--- config.mk ---
export PLATFORM = sky130hd
export DESIGN_NAME = ra_cell
export DESIGN_NICKNAME = d
export VERILOG_FILES = /design/src/hdl/ra_pkg.sv /design/src/hdl/ra_cell.sv
export SDC_FILE = /design/constraint.sdc
export NUM_CORES = 1
export LEC_CHECK = 0
export CAP_MARGIN = 10
export CORE_MARGIN = 2
export CORE_UTILIZATION = 46
export DETAILED_ROUTE_END_ITERATION = 8
export DONT_BUFFER_PORTS = 1
export GPL_ROUTABILITY_DRIVEN = 0
export GPL_TIMING_DRIVEN = 0
export PLACE_DENSITY_LB_ADDON = 0.12
export SETUP_SLACK_MARGIN = 0.1
export SYNTH_ARGS = -nofsm -noshare
export SYNTH_HDL_FRONTEND = slang
export SYNTH_SLANG_ARGS = --single-unit
--- constraint.sdc ---
create_clock -name clock -period 8.3 [get_ports clock]
set_clock_uncertainty 0.15 [all_clocks]
set_input_delay 1.66 -clock clock [delete_from_list [all_inputs] [get_ports clock]]
set_output_delay 1.66 -clock clock [all_outputs]
set_load 0.02 [all_outputs]
--- src/hdl/ra_pkg.sv ---
// Shared types and constants for the rank assignment block.
`default_nettype none
package ra_pkg;

   // Default capacity of the cell chain
   localparam int MAX_ITEMS_DEF = 64;
   localparam int VALUE_W       = 32;
   localparam int RANK_W        = 6;

   // Input transaction payload
   typedef struct packed {
      logic signed [VALUE_W-1:0] value;
      logic                      last;
   } req_type;

   // Result transaction payload
   typedef struct packed {
      logic [RANK_W-1:0] rank;
      logic              overflow;
      logic              end_of_run;
   } rsp_type;

   // Controller states
   typedef enum logic [1:0] {
      ST_LOAD,
      ST_DRAIN,
      ST_EMIT
   } state_type;

endpackage
`default_nettype wire

--- src/hdl/ra_cell.sv ---
// One cell of the rank chain: holds a value and its rank, forwards the traveling token.
`default_nettype none
module ra_cell #(
   parameter int IDX    = 0,
   parameter int RANK_W = 6
) (
   input  wire logic                             clock,
   input  wire logic                             reset,
   // token from the previous cell
   input  wire logic                             tok_valid_i,
   input  wire logic signed [ra_pkg::VALUE_W-1:0] tok_value_i,
   input  wire logic [RANK_W-1:0]                tok_carry_i,
   input  wire logic [RANK_W-1:0]                tok_target_i,
   // token to the next cell
   output      logic                             tok_valid_o,
   output      logic signed [ra_pkg::VALUE_W-1:0] tok_value_o,
   output      logic [RANK_W-1:0]                tok_carry_o,
   output      logic [RANK_W-1:0]                tok_target_o,
   // readout shift toward cell zero
   input  wire logic                             shift_i,
   input  wire logic [RANK_W-1:0]                rank_next_i,
   output      logic [RANK_W-1:0]                rank_o
);

   logic signed [ra_pkg::VALUE_W-1:0] value_ff, value_in;
   logic [RANK_W-1:0]                 rank_ff, rank_in;
   logic                              tok_valid_ff, tok_valid_in;
   logic signed [ra_pkg::VALUE_W-1:0] tok_value_ff;
   logic [RANK_W-1:0]                 tok_carry_ff, tok_carry_in;
   logic [RANK_W-1:0]                 tok_target_ff;
   logic                              land;
   logic                              not_greater;

   // Land the token here when this is its slot; otherwise compare and pass it on
   always_comb begin
      land         = tok_valid_i && (tok_target_i == RANK_W'(IDX));
      not_greater  = (value_ff <= tok_value_i);
      value_in     = value_ff;
      rank_in      = rank_ff;
      tok_valid_in = tok_valid_i && !land;
      tok_carry_in = tok_carry_i;
      if (land) begin
         value_in = tok_value_i;
         rank_in  = tok_carry_i;
      end else if (tok_valid_i) begin
         if (not_greater) begin
            tok_carry_in = tok_carry_i + RANK_W'(1);
         end else begin
            rank_in = rank_ff + RANK_W'(1);
         end
      end else if (shift_i) begin
         rank_in = rank_next_i;
      end
   end

   // Hold payload registers
   always_ff @(posedge clock) begin
      value_ff      <= value_in;
      rank_ff       <= rank_in;
      tok_value_ff  <= tok_value_i;
      tok_carry_ff  <= tok_carry_in;
      tok_target_ff <= tok_target_i;
   end

   // Advance token valid
   always_ff @(posedge clock) begin
      if (reset) begin
         tok_valid_ff <= 1'b0;
      end else begin
         tok_valid_ff <= tok_valid_in;
      end
   end

   assign tok_valid_o  = tok_valid_ff;
   assign tok_value_o  = tok_value_ff;
   assign tok_carry_o  = tok_carry_ff;
   assign tok_target_o = tok_target_ff;
   assign rank_o       = rank_ff;

endmodule
`default_nettype wire

==> results.yml <==
run_status:
  status: "completed"
yosys:
  synth_ff_type: "dfxtp_1"
  async_flop_share_pct: 0
  synth_simple_gate_area_share_pct: 8.31
  synth_top_family_by_area: "adder cells"
  seq_area_frac_synth_pct: 63.7
  synth.avg_cell_area_um2: 12.6
  synth_fa_ha_area_share_pct: 13.3
  synthCells: 254
  synth_xor_area_share_pct: 2.46
  synth-edff-count: 38
  synth_compound_area_share_pct: 6.32
  synth_cell_types: 31
  yosysWarnings: 0
  synth-seq-cells: 83
  syn_area_um2: 3210
  synth.area.mux_share_pct: 1.72
  synth_nets: 342
floorplanning:
  die_w_um: 87.5
  die_h_um: 87.5
  core_um2: 6760
  io_pins: 105
  die-area_um2: 7650
  placementRows: 30
  start_util_pct: 47.4
pwr:
  p_leak_nw: 1.50
  internal-power_w: 0.000697
  p_sw_share_pct: 21.1
  p_total_w: 0.000883
  clock_power_share_pct: 41.2
  pwr_density_cell_nw_per_um2: 248
  p_seq_share_pct: 54.0
  peakVddDrop_mv: 0.110
  pwr-share-comb_pct: 4.8
  power.switching_w: 0.000186
cts:
  postCtsSetupBuffers: 0
  ctsHtreeMaxLevel: 3
  clk_latency_ns: 0.34
  cts-root-buf: "clkbuf_8"
  clockBufferDepth: 2
  clkSinkCount: 83
  cts_tree: "done"
  cts_resized: 0
  cts_hold_buf: 0
  clkTransAtPathRegs_ns: 0.08
  numCtsBuffers: 9
route:
  remaining_drc_errors: 0
  drtIter0Drc: 94
  wirelength_um: 5280
  wl_met1_um: 2310
  dr.pass1.iters: 4
  routed-wl-met2_um: 2430
  detail_route.wl_per_cell_um: 15.1
  routed.top_layer: "met4"
  met3_length_um: 456
  via_count: 1806
  avgViaCountPerCell: 5.16
  ant_nets: 0
place:
  port_buffers: 0
  hpwl_um: 3780
  post_dp_cell_area_um2: 3310
global_routing:
  gr-total-overflow: 0
  track_usage_pct: 14.5
  grt_first_pass_wirelength_um: 8180
  grt_max_degree: 33
  grt_antenna_before_repair: 0
  grt_pass1_vias: 1798
finish:
  drive_above_1_share_pct: 7.78
  final_area_um2: 3560
  area_delta_synth_final_pct: 11.2
  final-seq-area_um2: 2040
  multi_input_area_um2: 1030
  antenna_cells: 0
  utilization_pct: 52.7
  num-fill-cells: 597
  nets: 353
worst_setup_path:
  arrival_ns: 3.71
  cp_data_required_time_ns: 8.14
  rrSetupSlack_ns: 5.38
  end_kind: "register"
  cp_max_fo: 7
  crit_path_start_kind: "input port"
  crit_type: "input port to register"
sta:
  max_slew_margin_pct: 46.2
  hold_viol_final: 0
  drv_slew: 0
  fmax_ghz: 0.258
  finalSetupTns_ns: 0
  fin_crit_ns: 3.87
  finalCritPeriodShare_pct: 46.6
  worstMarginPinSlew_ns: 0.807
  setup_viol: 0
  rsz0062_at_grt: "false"
flow_run:
  maxCapViolations: 0
hold_path:
  hold_class: "register to register"
## power groups by stage
stage	clock network (W)	logic [W]	registers, W
finish	0.000364	0.0000420	0.000477
global placement	0	0.0000415	0.000487
global route	0.000389	0.0000489	0.000479
CTS	0.000374	0.0000425	0.000477
detailed placement	0	0.0000421	0.000487
floorplan	0	0.0000345	0.000484
## final timing paths
kind / from / to / depth (start not counted)
worst min register to register: rank_o[0] / rank_o[0] / 3
worst min-delay path: rank_o[0] / rank_o[0] / 3
worst max register to register: value_ff[11] / rank_o[5] / 7
worst max-delay path: tok_value_i[11] / rank_o[5] / 8
## per-layer routing
layer	up-vias	track usage (%)
met2	73	20.9
met3	9	5.21
li1	908	-
met1	816	18.9
met5	-	0
met4	0	7.97
## layout make-up
cell class,instances,share of cell area (%)
Tap cell,80,2.81
Inverter,34,3.58
Multi-Input combinational cell,135,28.9
Clock buffer,11,3.69
Buffer,2,0.211
Sequential cell,83,57.3
Clock inverter,5,3.51
## state kept, by name, indices dropped and copies added, names as in the netlist
name          count
tok_value_o      32
value_ff         32
rank_o            6
tok_carry_o       6
tok_target_o      6
tok_valid_o       1
## metrics by stage
| step | setup slack, ns | hold slack, ns | cells |
|---|---|---|---|
| final | 4.43 | 0.791 | 350 |
| after global routing | 4.21 | 0.822 | 350 |
| after CTS | 4.42 | 0.775 | 350 |
| after detailed placement | 4.05 | 0.752 | 334 |
| after global placement | 4.06 | 0.747 | 334 |
| after floorplan | 4.49 | 0.688 | 254 |
## placed cells by master (no fill, tap or decap), types with 7 or more instances in the layout
cell type  instances
dfxtp_1           45
edfxtp_1          38
inv_1             34
ha_1              34
a21oi_1           18
nand2_1           17
nor2_1            12
clkbuf_8           9
o21ai_0            7
nand4_1            7
## synthesized netlist by cell type (2+ instances only)
cell type  number  share of area, %
dfxtp_1        45                28
edfxtp_1       38                36
ha_1           34                13
inv_1          34               4.0
a21oi_1        18               2.8
nand2_1        17               2.0
nor2_1         12               1.4
nand4_1         7               1.4
o21ai_0         7               1.1
nand3_1         6              0.94
xnor2_1         6               1.6
mux2_2          3               1.1
o211ai_1        3              0.70
xor2_1          3              0.82
and3_1          2              0.39
clkbuf_1        2              0.23
nand2b_1        2              0.39
nor4_1          2              0.39
## logic make-up (layout without fill, tap and decap cells)
group           Yosys count  in the layout
xor+xnor                  9              9
mux                       5              5
fa+ha+maj                34             34
flops                    83             83
buf+inv                  36             52
compound gates           34             34
simple gates             53             53
## worst max-delay path, stage by stage
cell	delay (ns)
inv_1	0.02
ha_1	0.30
nand4_1	0.15
nor4_1	0.47
a21bo_1	0.26
a31oi_1	0.20
o211ai_2	0.21
nor2_1	0.44
Note: power is estimated with default switching activity, not from simulation.
